==> src/design/assert_macros.svh <==
// Assertion macros for the scheduler RTL.
`ifndef ASSERT_MACROS_SVH
`define ASSERT_MACROS_SVH
`ifndef ASSERT_OFF
`define ASSERT_CLK(label, prop, msg) \
  label: assert property (@(posedge clk) disable iff (rst) prop) else $error(msg);
`define ASSERT_NEVER(label, cond, msg) \
  label: assert property (@(posedge clk) disable iff (rst) !(cond)) else $error(msg);
`else
`define ASSERT_CLK(label, prop, msg)
`define ASSERT_NEVER(label, cond, msg)
`endif
`endif

==> src/design/dsch_pkg.sv <==
// Shared types and constants of the disk request scheduler.
package dsch_pkg;
  localparam int QUEUE_DEPTH_DEF = 32;
  localparam int TRACK_BITS_DEF = 12;
  localparam int ID_BITS_DEF = 16;

  localparam int POLICY_W = 3;
  localparam int STATUS_W = 2;
  localparam int COUNT_OUT_W = 6;
  localparam int PADDR_W = 3;
  localparam int PDATA_W = 32;

  localparam logic REG_POLICY = 1'b0;

  localparam logic OP_INSERT = 1'b0;
  localparam logic OP_SELECT = 1'b1;

  localparam logic [POLICY_W-1:0] POL_FIFO = 3'd0;
  localparam logic [POLICY_W-1:0] POL_SSTF = 3'd1;
  localparam logic [POLICY_W-1:0] POL_LOOK = 3'd2;
  localparam logic [POLICY_W-1:0] POL_CLOOK = 3'd3;
  localparam logic [POLICY_W-1:0] POL_FLOOK = 3'd4;

  localparam logic [STATUS_W-1:0] ST_INSERTED = 2'd0;
  localparam logic [STATUS_W-1:0] ST_GRANTED = 2'd1;
  localparam logic [STATUS_W-1:0] ST_EMPTY = 2'd2;
  localparam logic [STATUS_W-1:0] ST_FULL = 2'd3;

  typedef enum logic [1:0] {
    S_IDLE,
    S_PREP,
    S_SCAN,
    S_DONE
  } seq_state_t;
endpackage

==> src/design/disk_request_scheduler_unit.sv <==
// Top level of the disk request scheduler: config port, front queue and back end.
//
//  channel | handshake         | payload
//  in      | in_valid/in_stall | opcode request_id request_track head_track direction_in
//  out     | out_valid/out_stall | status grant_id grant_track direction_out pending_count
//  cfg     | psel/penable/pwrite | paddr pwdata prdata
//
// An insert passes from queue head through the idle, prep and done states to the
// result; a scanning select also visits every entry held in the scan state, through the
// single distance compare. Fifo selects and empty-table selects skip the scan.
// Synchronous reset empties the table and queue and sets policy to fifo.
// The front queue holds two transactions and accepts while the back end works;
// a stalled result holds the back end in its final state.
module disk_request_scheduler_unit import dsch_pkg::*; #(
  parameter int QUEUE_DEPTH = QUEUE_DEPTH_DEF,
  parameter int TRACK_BITS = TRACK_BITS_DEF,
  parameter int ID_BITS = ID_BITS_DEF
) (
  input  logic                   clk,
  input  logic                   rst,
  input  logic                   in_valid,
  output logic                   in_stall,
  input  logic                   opcode,
  input  logic [ID_BITS-1:0]     request_id,
  input  logic [TRACK_BITS-1:0]  request_track,
  input  logic [TRACK_BITS-1:0]  head_track,
  input  logic                   direction_in,
  output logic                   out_valid,
  input  logic                   out_stall,
  output logic [STATUS_W-1:0]    status,
  output logic [ID_BITS-1:0]     grant_id,
  output logic [TRACK_BITS-1:0]  grant_track,
  output logic                   direction_out,
  output logic [COUNT_OUT_W-1:0] pending_count,
  input  logic                   psel,
  input  logic                   penable,
  input  logic                   pwrite,
  input  logic [PADDR_W-1:0]     paddr,
  input  logic [PDATA_W-1:0]     pwdata,
  output logic [PDATA_W-1:0]     prdata,
  output logic                   pready
);
  localparam int ITEM_W = 2 + ID_BITS + 2 * TRACK_BITS;

  logic [POLICY_W-1:0] policy;
  logic q_valid;
  logic q_pop;
  logic [ITEM_W-1:0] q_data;

  assign pready = 1'b1;
  assign prdata = (paddr[2] == REG_POLICY) ? PDATA_W'(policy) : '0;

  always_ff @(posedge clk) begin
    if (rst) policy <= POL_FIFO;
    else if (psel && penable && pwrite && paddr[2] == REG_POLICY)
      policy <= pwdata[POLICY_W-1:0];
  end

  dsch_front #(
    .TRACK_BITS(TRACK_BITS),
    .ID_BITS(ID_BITS)
  ) u_front (
    .clk(clk),
    .rst(rst),
    .in_valid(in_valid),
    .in_stall(in_stall),
    .opcode(opcode),
    .request_id(request_id),
    .request_track(request_track),
    .head_track(head_track),
    .direction_in(direction_in),
    .q_valid(q_valid),
    .q_data(q_data),
    .q_pop(q_pop)
  );

  dsch_back #(
    .QUEUE_DEPTH(QUEUE_DEPTH),
    .TRACK_BITS(TRACK_BITS),
    .ID_BITS(ID_BITS)
  ) u_back (
    .clk(clk),
    .rst(rst),
    .policy(policy),
    .q_valid(q_valid),
    .q_data(q_data),
    .q_pop(q_pop),
    .out_valid(out_valid),
    .out_stall(out_stall),
    .status(status),
    .grant_id(grant_id),
    .grant_track(grant_track),
    .direction_out(direction_out),
    .pending_count(pending_count)
  );
endmodule

==> src/design/dsch_front.sv <==
// Front end: accepts transactions into a two-entry queue.
module dsch_front import dsch_pkg::*; #(
  parameter int TRACK_BITS = TRACK_BITS_DEF,
  parameter int ID_BITS = ID_BITS_DEF,
  localparam int ITEM_W = 2 + ID_BITS + 2 * TRACK_BITS
) (
  input  logic              clk,
  input  logic              rst,
  input  logic              in_valid,
  output logic              in_stall,
  input  logic              opcode,
  input  logic [ID_BITS-1:0]    request_id,
  input  logic [TRACK_BITS-1:0] request_track,
  input  logic [TRACK_BITS-1:0] head_track,
  input  logic              direction_in,
  output logic              q_valid,
  output logic [ITEM_W-1:0] q_data,
  input  logic              q_pop
);
  logic [ITEM_W-1:0] slot [2];
  logic wr_ptr;
  logic rd_ptr;
  logic [1:0] fill;
  logic push;
  logic is_sel;

  // classify: insert fields are only kept for inserts, head fields only for selects
  always_comb begin
    is_sel = (opcode == OP_SELECT);
  end

  assign in_stall = (fill == 2'd2);
  assign push = in_valid && !in_stall;
  assign q_valid = (fill != 2'd0);
  assign q_data = slot[rd_ptr];

  always_ff @(posedge clk) begin
    if (push) begin
      slot[wr_ptr] <= {is_sel,
                       is_sel ? '0 : request_id,
                       is_sel ? '0 : request_track,
                       is_sel ? head_track : '0,
                       direction_in};
    end
  end

  always_ff @(posedge clk) begin
    if (rst) begin
      wr_ptr <= 1'b0;
      rd_ptr <= 1'b0;
      fill <= 2'd0;
    end else begin
      if (push) wr_ptr <= ~wr_ptr;
      if (q_pop) rd_ptr <= ~rd_ptr;
      if (push && !q_pop) fill <= fill + 2'd1;
      else if (!push && q_pop) fill <= fill - 2'd1;
    end
  end
endmodule

==> src/design/dsch_back.sv <==
// Back end: request table, scan sequencer and result register.
module dsch_back import dsch_pkg::*; #(
  parameter int QUEUE_DEPTH = QUEUE_DEPTH_DEF,
  parameter int TRACK_BITS = TRACK_BITS_DEF,
  parameter int ID_BITS = ID_BITS_DEF,
  localparam int ITEM_W = 2 + ID_BITS + 2 * TRACK_BITS
) (
  input  logic                  clk,
  input  logic                  rst,
  input  logic [POLICY_W-1:0]   policy,
  input  logic                  q_valid,
  input  logic [ITEM_W-1:0]     q_data,
  output logic                  q_pop,
  output logic                  out_valid,
  input  logic                  out_stall,
  output logic [STATUS_W-1:0]   status,
  output logic [ID_BITS-1:0]    grant_id,
  output logic [TRACK_BITS-1:0] grant_track,
  output logic                  direction_out,
  output logic [COUNT_OUT_W-1:0] pending_count
);
`include "assert_macros.svh"
  localparam int IDX_W = (QUEUE_DEPTH > 1) ? $clog2(QUEUE_DEPTH) : 1;
  localparam int CNT_W = $clog2(QUEUE_DEPTH + 1);
  localparam int KEY_W = TRACK_BITS + 1;

  logic [TRACK_BITS-1:0] entry_track [QUEUE_DEPTH];
  logic [ID_BITS-1:0]    entry_ident [QUEUE_DEPTH];
  logic [QUEUE_DEPTH-1:0] entry_active;
  logic [CNT_W-1:0] count;

  seq_state_t state, state_next;

  logic item_sel;
  logic [ID_BITS-1:0] item_id;
  logic [TRACK_BITS-1:0] item_trk;
  logic [TRACK_BITS-1:0] item_head;
  logic item_dir;

  logic [IDX_W-1:0] scan_idx;
  logic [IDX_W-1:0] best_idx;
  logic [KEY_W-1:0] best_key;
  logic [TRACK_BITS-1:0] best_trk;
  logic [ID_BITS-1:0] best_id;
  logic best_found;

  logic do_prep, do_scan, do_done, out_take, out_free;
  logic scan_pol, scan_last, freeze_swap;
  logic full, empty, ins_ok, grant_ok;

  logic [TRACK_BITS-1:0] cur_trk;
  logic [ID_BITS-1:0] cur_id;
  logic cur_act;
  logic [TRACK_BITS-1:0] cur_dist;
  logic cur_side, cur_cand, cur_better;
  logic [KEY_W-1:0] cur_key;

  logic [IDX_W-1:0] g_idx;
  logic [TRACK_BITS-1:0] g_trk;
  logic [ID_BITS-1:0] g_id;

  assign out_take = out_valid && !out_stall;
  assign out_free = !out_valid || out_take;
  assign scan_pol = policy inside {POL_SSTF, POL_LOOK, POL_CLOOK, POL_FLOOK};
  assign full = (count >= CNT_W'(QUEUE_DEPTH));
  assign empty = (count == '0);
  assign scan_last = (CNT_W'(scan_idx) + CNT_W'(1)) >= count;
  assign freeze_swap = (policy == POL_FLOOK) && !(|entry_active);

  always_comb begin
    state_next = state;
    case (state)
      S_IDLE: if (q_valid) state_next = S_PREP;
      S_PREP: begin
        if (item_sel && !empty && scan_pol) state_next = S_SCAN;
        else state_next = S_DONE;
      end
      S_SCAN: if (scan_last) state_next = S_DONE;
      S_DONE: if (out_free) state_next = S_IDLE;
      default: state_next = S_IDLE;
    endcase
  end

  always_comb begin
    q_pop = 1'b0;
    do_prep = 1'b0;
    do_scan = 1'b0;
    do_done = 1'b0;
    case (state)
      S_IDLE: q_pop = q_valid;
      S_PREP: do_prep = 1'b1;
      S_SCAN: do_scan = 1'b1;
      S_DONE: do_done = out_free;
      default: q_pop = 1'b0;
    endcase
  end

  always_ff @(posedge clk) begin
    if (rst) state <= S_IDLE;
    else state <= state_next;
  end

  always_ff @(posedge clk) begin
    if (q_pop) begin
      {item_sel, item_id, item_trk, item_head, item_dir} <= q_data;
    end
  end

  // per-entry candidate key, smaller wins, strict compare keeps the oldest
  always_comb begin
    cur_trk = entry_track[scan_idx];
    cur_id = entry_ident[scan_idx];
    cur_act = entry_active[scan_idx];
    cur_dist = (cur_trk >= item_head) ? cur_trk - item_head : item_head - cur_trk;
    cur_side = item_dir ? (cur_trk >= item_head) : (cur_trk <= item_head);
    cur_cand = (policy == POL_FLOOK) ? cur_act : 1'b1;
    case (policy)
      POL_SSTF: cur_key = {1'b0, cur_dist};
      POL_CLOOK: cur_key = {cur_trk < item_head, cur_trk};
      default: cur_key = {!cur_side, cur_dist};
    endcase
    cur_better = cur_cand && (!best_found || cur_key < best_key);
  end

  always_ff @(posedge clk) begin
    if (rst) begin
      best_found <= 1'b0;
      scan_idx <= '0;
    end else if (do_prep) begin
      best_found <= 1'b0;
      scan_idx <= '0;
    end else if (do_scan) begin
      scan_idx <= scan_idx + IDX_W'(1);
      if (cur_better) best_found <= 1'b1;
    end
  end

  always_ff @(posedge clk) begin
    if (do_scan && cur_better) begin
      best_idx <= scan_idx;
      best_key <= cur_key;
      best_trk <= cur_trk;
      best_id <= cur_id;
    end
  end

  assign ins_ok = do_done && !item_sel && !full;
  assign grant_ok = do_done && item_sel && !empty;
  assign g_idx = best_found ? best_idx : '0;
  assign g_trk = best_found ? best_trk : entry_track[0];
  assign g_id = best_found ? best_id : entry_ident[0];

  always_ff @(posedge clk) begin
    if (ins_ok) begin
      for (int i = 0; i < QUEUE_DEPTH; i++) begin
        if (CNT_W'(i) == count) begin
          entry_track[i] <= item_trk;
          entry_ident[i] <= item_id;
        end
      end
    end else if (grant_ok) begin
      for (int i = 0; i < QUEUE_DEPTH - 1; i++) begin
        if (IDX_W'(i) >= g_idx) begin
          entry_track[i] <= entry_track[i+1];
          entry_ident[i] <= entry_ident[i+1];
        end
      end
    end
  end

  always_ff @(posedge clk) begin
    if (rst) begin
      entry_active <= '0;
    end else if (do_prep && item_sel && freeze_swap) begin
      for (int i = 0; i < QUEUE_DEPTH; i++) begin
        entry_active[i] <= (CNT_W'(i) < count);
      end
    end else if (grant_ok) begin
      for (int i = 0; i < QUEUE_DEPTH - 1; i++) begin
        if (IDX_W'(i) >= g_idx) begin
          entry_active[i] <= (CNT_W'(i + 1) < count) ? entry_active[i+1] : 1'b0;
        end
      end
      entry_active[QUEUE_DEPTH-1] <= 1'b0;
    end
  end

  always_ff @(posedge clk) begin
    if (rst) count <= '0;
    else if (ins_ok) count <= count + CNT_W'(1);
    else if (grant_ok) count <= count - CNT_W'(1);
  end

  always_ff @(posedge clk) begin
    if (rst) out_valid <= 1'b0;
    else if (do_done) out_valid <= 1'b1;
    else if (out_take) out_valid <= 1'b0;
  end

  always_ff @(posedge clk) begin
    if (do_done) begin
      if (!item_sel) begin
        status <= full ? ST_FULL : ST_INSERTED;
        grant_id <= '0;
        grant_track <= '0;
        direction_out <= item_dir;
        pending_count <= COUNT_OUT_W'(full ? count : count + CNT_W'(1));
      end else if (empty) begin
        status <= ST_EMPTY;
        grant_id <= '0;
        grant_track <= '0;
        direction_out <= item_dir;
        pending_count <= COUNT_OUT_W'(count);
      end else begin
        status <= ST_GRANTED;
        grant_id <= g_id;
        grant_track <= g_trk;
        direction_out <= (policy == POL_CLOOK) ? (g_trk >= item_head) : item_dir;
        pending_count <= COUNT_OUT_W'(count - CNT_W'(1));
      end
    end
  end

  `ASSERT_CLK(a_scan_in_range, (state == S_SCAN) |-> (CNT_W'(scan_idx) < count),
              "scan index past table fill")
  `ASSERT_CLK(a_scan_exit, (state == S_SCAN) |=> (state == S_SCAN || state == S_DONE),
              "scan left to wrong state")
  `ASSERT_CLK(a_insert_count, ins_ok |=> (count == $past(count) + CNT_W'(1)),
              "insert did not grow table")
  `ASSERT_NEVER(a_no_overfill, count > CNT_W'(QUEUE_DEPTH), "table overfilled")
endmodule
==> config.mk <==
export PLATFORM = sky130hd
export DESIGN_NAME = disk_request_scheduler_unit
export DESIGN_NICKNAME = d
export VERILOG_FILES = /design/src/design/dsch_pkg.sv /design/src/design/disk_request_scheduler_unit.sv /design/src/design/dsch_front.sv /design/src/design/dsch_back.sv
export VERILOG_INCLUDE_DIRS = /design/src /design/src/design
export SDC_FILE = /design/constraint.sdc
export NUM_CORES = 2
export LEC_CHECK = 0
export ABC_AREA = 1
export ABC_CLOCK_PERIOD_IN_PS = 10900
export BUFFER_PORTS_ARGS = -buffer_cell sky130_fd_sc_hd__buf_2
export CAP_MARGIN = 30
export CORE_MARGIN = 5
export CORE_UTILIZATION = 38
export CTS_BUF_LIST = sky130_fd_sc_hd__clkbuf_4 sky130_fd_sc_hd__clkbuf_8
export DETAILED_ROUTE_END_ITERATION = 16
export PLACE_DENSITY = 0.58
export SETUP_SLACK_MARGIN = 0.2
export SYNTH_ARGS = -nofsm -noshare
export SYNTH_HDL_FRONTEND = slang
export SYNTH_SLANG_ARGS = --single-unit
==> constraint.sdc <==
create_clock -name clk -period 10.9 [get_ports clk]
set_input_delay 1.09 -clock clk [delete_from_list [all_inputs] [get_ports clk]]
set_output_delay 1.09 -clock clk [all_outputs]
set_load 0.05 [all_outputs]
# --- After elaboration in Yosys (flattened, before gate mapping) ---
# Memories as Yosys holds them, arrays and structs flattened. A register that Yosys moved wholly into a read port is not among the register bits.
# Index checks and enable logic that the tools add are counted.
word_totals:
  regBits: 121
  mem_bits_rw: 980
  input_bits: 84
  out_inout_bits: 72
  word_cells: 740
  mem_count: 3
mem_list:
  columns: ["name", "depth", "width", "rd", "rd_ports_with_merged_regs", "wr", "line_no", "source"]
  rows:
  - ["u_back.entry_ident", 32, 16, 33, 1, 31, "dsch_back.sv:28", "logic [ID_BITS-1:0] entry_ident [QUEUE_DEPTH];"]
  - ["u_back.entry_track", 32, 12, 33, 1, 31, "dsch_back.sv:27", "logic [TRACK_BITS-1:0] entry_track [QUEUE_DEPTH];"]
  - ["u_front.slot", 2, 42, 1, 1, 1, "dsch_front.sv:20", "logic [ITEM_W-1:0] slot [2];"]
op_classes:
  addsub: 8
  magnitude_cmp: 71
  eq_ne: 42
  n_mux: 393
  bitwise: 66
  n_reduce_logical: 108
ops:
  columns: ["cell", "count"]
  rows:
  - ["$mux W16", 34]
  - ["$mux W12", 36]
  - ["$mux W1", 299]
  - ["$eq A5 B6 Y1 const A", 16]
  - ["$lt A5 B6 Y1 const A", 16]
  - ["$ge A5 B5 Y1 const A", 15]
  - ["$reduce_bool A2 Y1", 36]
  - ["$mux W32", 2]
  - ["$reduce_and A2 Y1", 32]
  - ["$or A1 B1 Y1", 62]
  - ["$eq A4 B6 Y1 const A", 8]
  - ["$lt A4 B6 Y1 const A", 8]
  - ["$ge A4 B5 Y1 const A", 8]
  - ["$reduce_or A32 Y1", 1]
  - ["$mux W6", 5]
  - ["$pmux W13 S2", 1]
  - ["$mux W5", 5]
  - ["$eq A3 B6 Y1 const A", 4]
  - ["$ge A12 B12 Y1", 2]
  - ["$lt A3 B6 Y1 const A", 4]
  - ["$sub A12 B12 Y12", 2]
  - ["$ge A3 B5 Y1 const A", 4]
  - ["$logic_and A1 B1 Y1", 18]
  - ["$mux W2", 8]
  - ["37 further kinds", 62]

# --- Logic depth before layout (Yosys ltp) ---
logic_depth:
  depth_word: 11
  depth_mapped: 33
  mapped_depth_nobuf: 31

# --- By module ---
# A second synthesis with hierarchy kept.
hier_totals:
  cells_unflattened: 6588
  hier_area_um2: 59946.2
by_module_without_submodules:
  columns: ["module", "n_inst", "cells_each", "area_per_inst_um2", "seq_area_each_um2"]
  rows:
  - ["dsch_back", 1, 6274, 55727.2, 31700.4]
  - ["dsch_front", 1, 250, 3793.6, 2622.5]
  - ["disk_request_scheduler_unit", 1, 64, 425.4, 60.1]

# --- Worst setup path before layout ---
# OpenSTA, ideal clock, no wires.
synth_timing:
  kind: "flip-flop to flip-flop"
  from: "register with a tool-made name"
  to: "register u_back.best_id[0], read port of u_back.entry_ident, enable pin"
  setup_ns: 0.465
  arrival_time_ns: 6.634
  required_time_ns: 10.435
  path_slack_ns: 3.801
  stages_incl_launch_ff: 32
  path_buffers: 4
  period_less_slack_ns: 7.099
  path_cell_list: "dfxtp_1 -> clkbuf_1 -> inv_1 -> clkbuf_1 -> clkbuf_1 -> o21ai_0 -> o221ai_1 -> nand3_1 -> nand2_1 -> inv_1 -> o21a_1 -> ha_1 -> clkbuf_1 -> nand2_1 -> nor3_1 -> nand2_1 -> nor2_1 -> nor2_1 -> nand3_1 -> clkinv_1 -> o21ai_0 -> xnor2_1 -> nand2_1 -> o21ai_0 -> inv_1 -> ha_1 -> a21oi_1 -> nor2_1 -> a211oi_1 -> o221a_2 -> nand2_1 -> a21oi_1"
synth_lines:
  columns: ["item", "line_no", "source"]
  rows:
  - ["end, declared", "dsch_back.sv:44", "logic [ID_BITS-1:0] best_id;"]

==> results.ini <==
[route]
vias=49000
drtIter0Drc=6188
routed_wl_um=197000
routed_via_density=5.56
drc=0
first_pass_iters=6
wl_per_cell_um=22.3
ant_nets=0

[place]
placedInstanceArea_um2=61500
post-place-ws_ns=2.92
place_inst=8461
gp_congestion=0.925
io_buffers=94
dp_hpwl_um=115000

[finish]
n_fill_cell=15300
drive_gt1_share_pct=10.2
synthToLayoutAreaGrowth_pct=10.1
layout_commonest_cell=nand2_1
mostFrequentLayoutCells=nand2_1, edfxtp_1, nor2_1
final_nets=6755
final_area_um2=65400
register_area_um2=34400
final_cells=8822
multi_input_area_um2=21900

[sta]
setup_ws_ns=2.85
tightest_slew_ns=1.24
drv_slew=0
rsz0062_at_grt=no
fin_skew_ns=0.0318
fmax_mhz=124
maxSlewHeadroom_pct=17.2
min_period_ns=8.05
setup_viol=0
post-route-period-util_pct=73.9
hold_viol=0
setup_tns_ns=0

[critical_path]
start_kind=flip-flop
worst_ep_required_time_ns=11.46
critPathMaxStageDelay_ns=0.72
cp_top_family=compound AO/OA/AOI/OAI gates
critical_path.endpoint_type=flip-flop
slowest_stage=clkinv_2
cp.arrival_ns=8.61
crit_buf_inv=5
path_depth=28
r2r_cells=28
worstSetupPathType=flip-flop to flip-flop
path_max_fanout=53

[clocking]
post_cts_resized=0
cts_max_path_buffers=3
cts-root-buf=clkbuf_8
htreeDepth=4
cts.sinks=1164
clk_pin_slew_worst_paths_ns=0.05
cts_buffers=197
post_cts_buffers=0
worstSkewPairLatency_ns=0.93
hold_buffers=0
tritoncts=built

[logic_synthesis]
synth-main-ff-cell=edfxtp_1
ys_seq_elements=1164
avgSynthCellArea_um2=8.89
mappedNetlistArea_um2=59400
seq_area_frac_synth_pct=57.8
ys.warnings.count=0
async_flop_share_pct=0
synth_edf_count=1105
syn_inst=6682
synth_cell_type_count=57

[floorplan]
pin_count=156
start_util_pct=38.1
core-area_um2=156000
die_x_um=405
fp.dieH_um=405
core.rowCount=145
dieArea_um2=164000

[power_and_ir_drop]
power_density_nw_per_um2=257
combPwrFrac_pct=39.6
p_seq_share_pct=37.3
p_leak_uw=0.0250
swShare_pct=42.1
p_switching_uw=7070
p_clk_share_pct=23.1
ir_worst_vdd_v=0.000244
p_int_uw=9730

[global_routing]
antenna_found_initial=5
track_usage_pct=23.2
grt_pass1_vias=44900
grt_max_degree=230
grt_first_pass_wirelength_um=290000
grt_overflow=0

[run]
drv_cap=0

[min_path]
hp-class=primary input to flip-flop
timing.hold.worst_path_depth=1

[run_status]
run_status=completed

==> sequential cells by signal, summed over array words and instances (netlist names), 3 cells and up, named ones only <==
name                  cells
u_front.slot             84
u_back.entry_track      384
u_back.entry_ident      512
u_back.item_head         12
u_back.best_trk          12
u_back.item_id           16
u_back.item_trk          12
u_back.best_id           16
u_back.best_idx           5
u_back.count              6
u_back.entry_active      32
u_back.grant_id          16
u_back.scan_idx           5
u_back.grant_track       12
u_back.best_key          13
u_back.pending_count      6
policy                    3
==> power by group through the flow <==
stage / Sequential, µW / Clock, µW / Combinational (µW)
global route: 6290 / 4160 / 7400
floorplan: 6220 / 0 / 4620
CTS: 6260 / 3950 / 6540
detailed placement: 6350 / 0 / 6510
global placement: 6340 / 0 / 6440
finish: 6270 / 3880 / 6650
==> per-layer routing <==
metal / GRT usage [%] / wire (µm) / up-vias
li1: - / - / 22400
met1: 33.5 / 85100 / 23600
met2: 34.8 / 84900 / 2597
met3: 5.58 / 21600 / 341
met4: 6.44 / 5090 / 2
met5: 0 / 7 / -
==> cells in the mapped netlist (3+ instances only) <==
| library cell | number | area [µm²] |
|---|---|---|
| a211oi_1 | 8 | 60.1 |
| a21oi_1 | 422 | 2110 |
| a221oi_1 | 5 | 43.8 |
| a31oi_1 | 14 | 87.6 |
| buf_1 | 16 | 60.1 |
| buf_2 | 73 | 365 |
| buf_4 | 38 | 285 |
| buf_6 | 22 | 248 |
| buf_8 | 3 | 45.0 |
| clkbuf_1 | 358 | 1340 |
| clkinv_1 | 3 | 11.3 |
| dfxtp_1 | 59 | 1180 |
| edfxtp_1 | 1105 | 33200 |
| ha_1 | 63 | 788 |
| inv_1 | 318 | 1190 |
| inv_2 | 4 | 15.0 |
| nand2_1 | 1861 | 6990 |
| nand2_4 | 31 | 349 |
| nand3_1 | 124 | 621 |
| nand4_1 | 15 | 93.8 |
| nor2_1 | 964 | 3620 |
| nor3_1 | 24 | 120 |
| o211ai_1 | 18 | 135 |
| o21a_1 | 9 | 67.6 |
| o21ai_0 | 778 | 3890 |
| o221ai_1 | 71 | 622 |
| o22ai_1 | 132 | 826 |
| o31ai_1 | 16 | 120 |
| or2_2 | 69 | 432 |
| xor2_1 | 18 | 158 |
==> path summary, 6_finish.rpt <==
kind | from | end | slack (ns)
worst max-delay path | flip-flop | u_back.best_id[5]$_DFFE_PP_ | 2.85
worst min-delay path | direction_in | u_front.slot[1][0]$_DFFE_PP_ | 0.38
worst min register to register | u_back.entry_active[15]$_SDFFE_PP0P_ | u_back.entry_active[15]$_SDFFE_PP0P_ | 0.49
worst max register to register | flip-flop | u_back.best_id[5]$_DFFE_PP_ | 2.85
==> worst register-to-register path: cells and delay by family (launching register included) <==
family	cells	cell delay, ns
AO/OA/AOI/OAI	11	2.52
buffers and inverters	5	2.29
XOR/XNOR	1	0.15
AND/OR/NAND/NOR	9	1.56
adder cells (fa/ha/maj)	2	0.64
flip-flops	1	0.49
==> cells by family after synthesis <==
group / synth area share (%)
other cells: 0.0126
fa+ha+maj: 1.39
simple gates: 20.8
mux: 0.0168
flops: 57.8
compound gates: 13.6
xor+xnor: 0.295
buf+inv: 6.04
==> per-stage QoR <==
| stage | total power (µW) | hold WS (ns) | util, % |
|---|---|---|---|
| 6_report | 16800 | 0.382 | 42.0 |
| 3_3_place_gp | 12800 | 0.473 | 39.4 |
| 4_1_cts | 16800 | 0.304 | 41.9 |
| 3_5_place_dp | 12900 | 0.473 | 39.5 |
| 2_1_floorplan | 10800 | 0.406 | - |
| 5_1_grt | 17900 | 0.331 | 42.0 |
==> final cells by class <==
cell class	instances	share of cell area, %
clock buffers	286	5.23
multi-input cells	4708	33.4
inverters	328	1.94
clock inverters	68	0.564
diodes	3	0.0115
flip-flops and latches	1164	52.6
well taps	2058	3.94
repair buffers	207	2.32
Power figures use the tool's default switching activity.
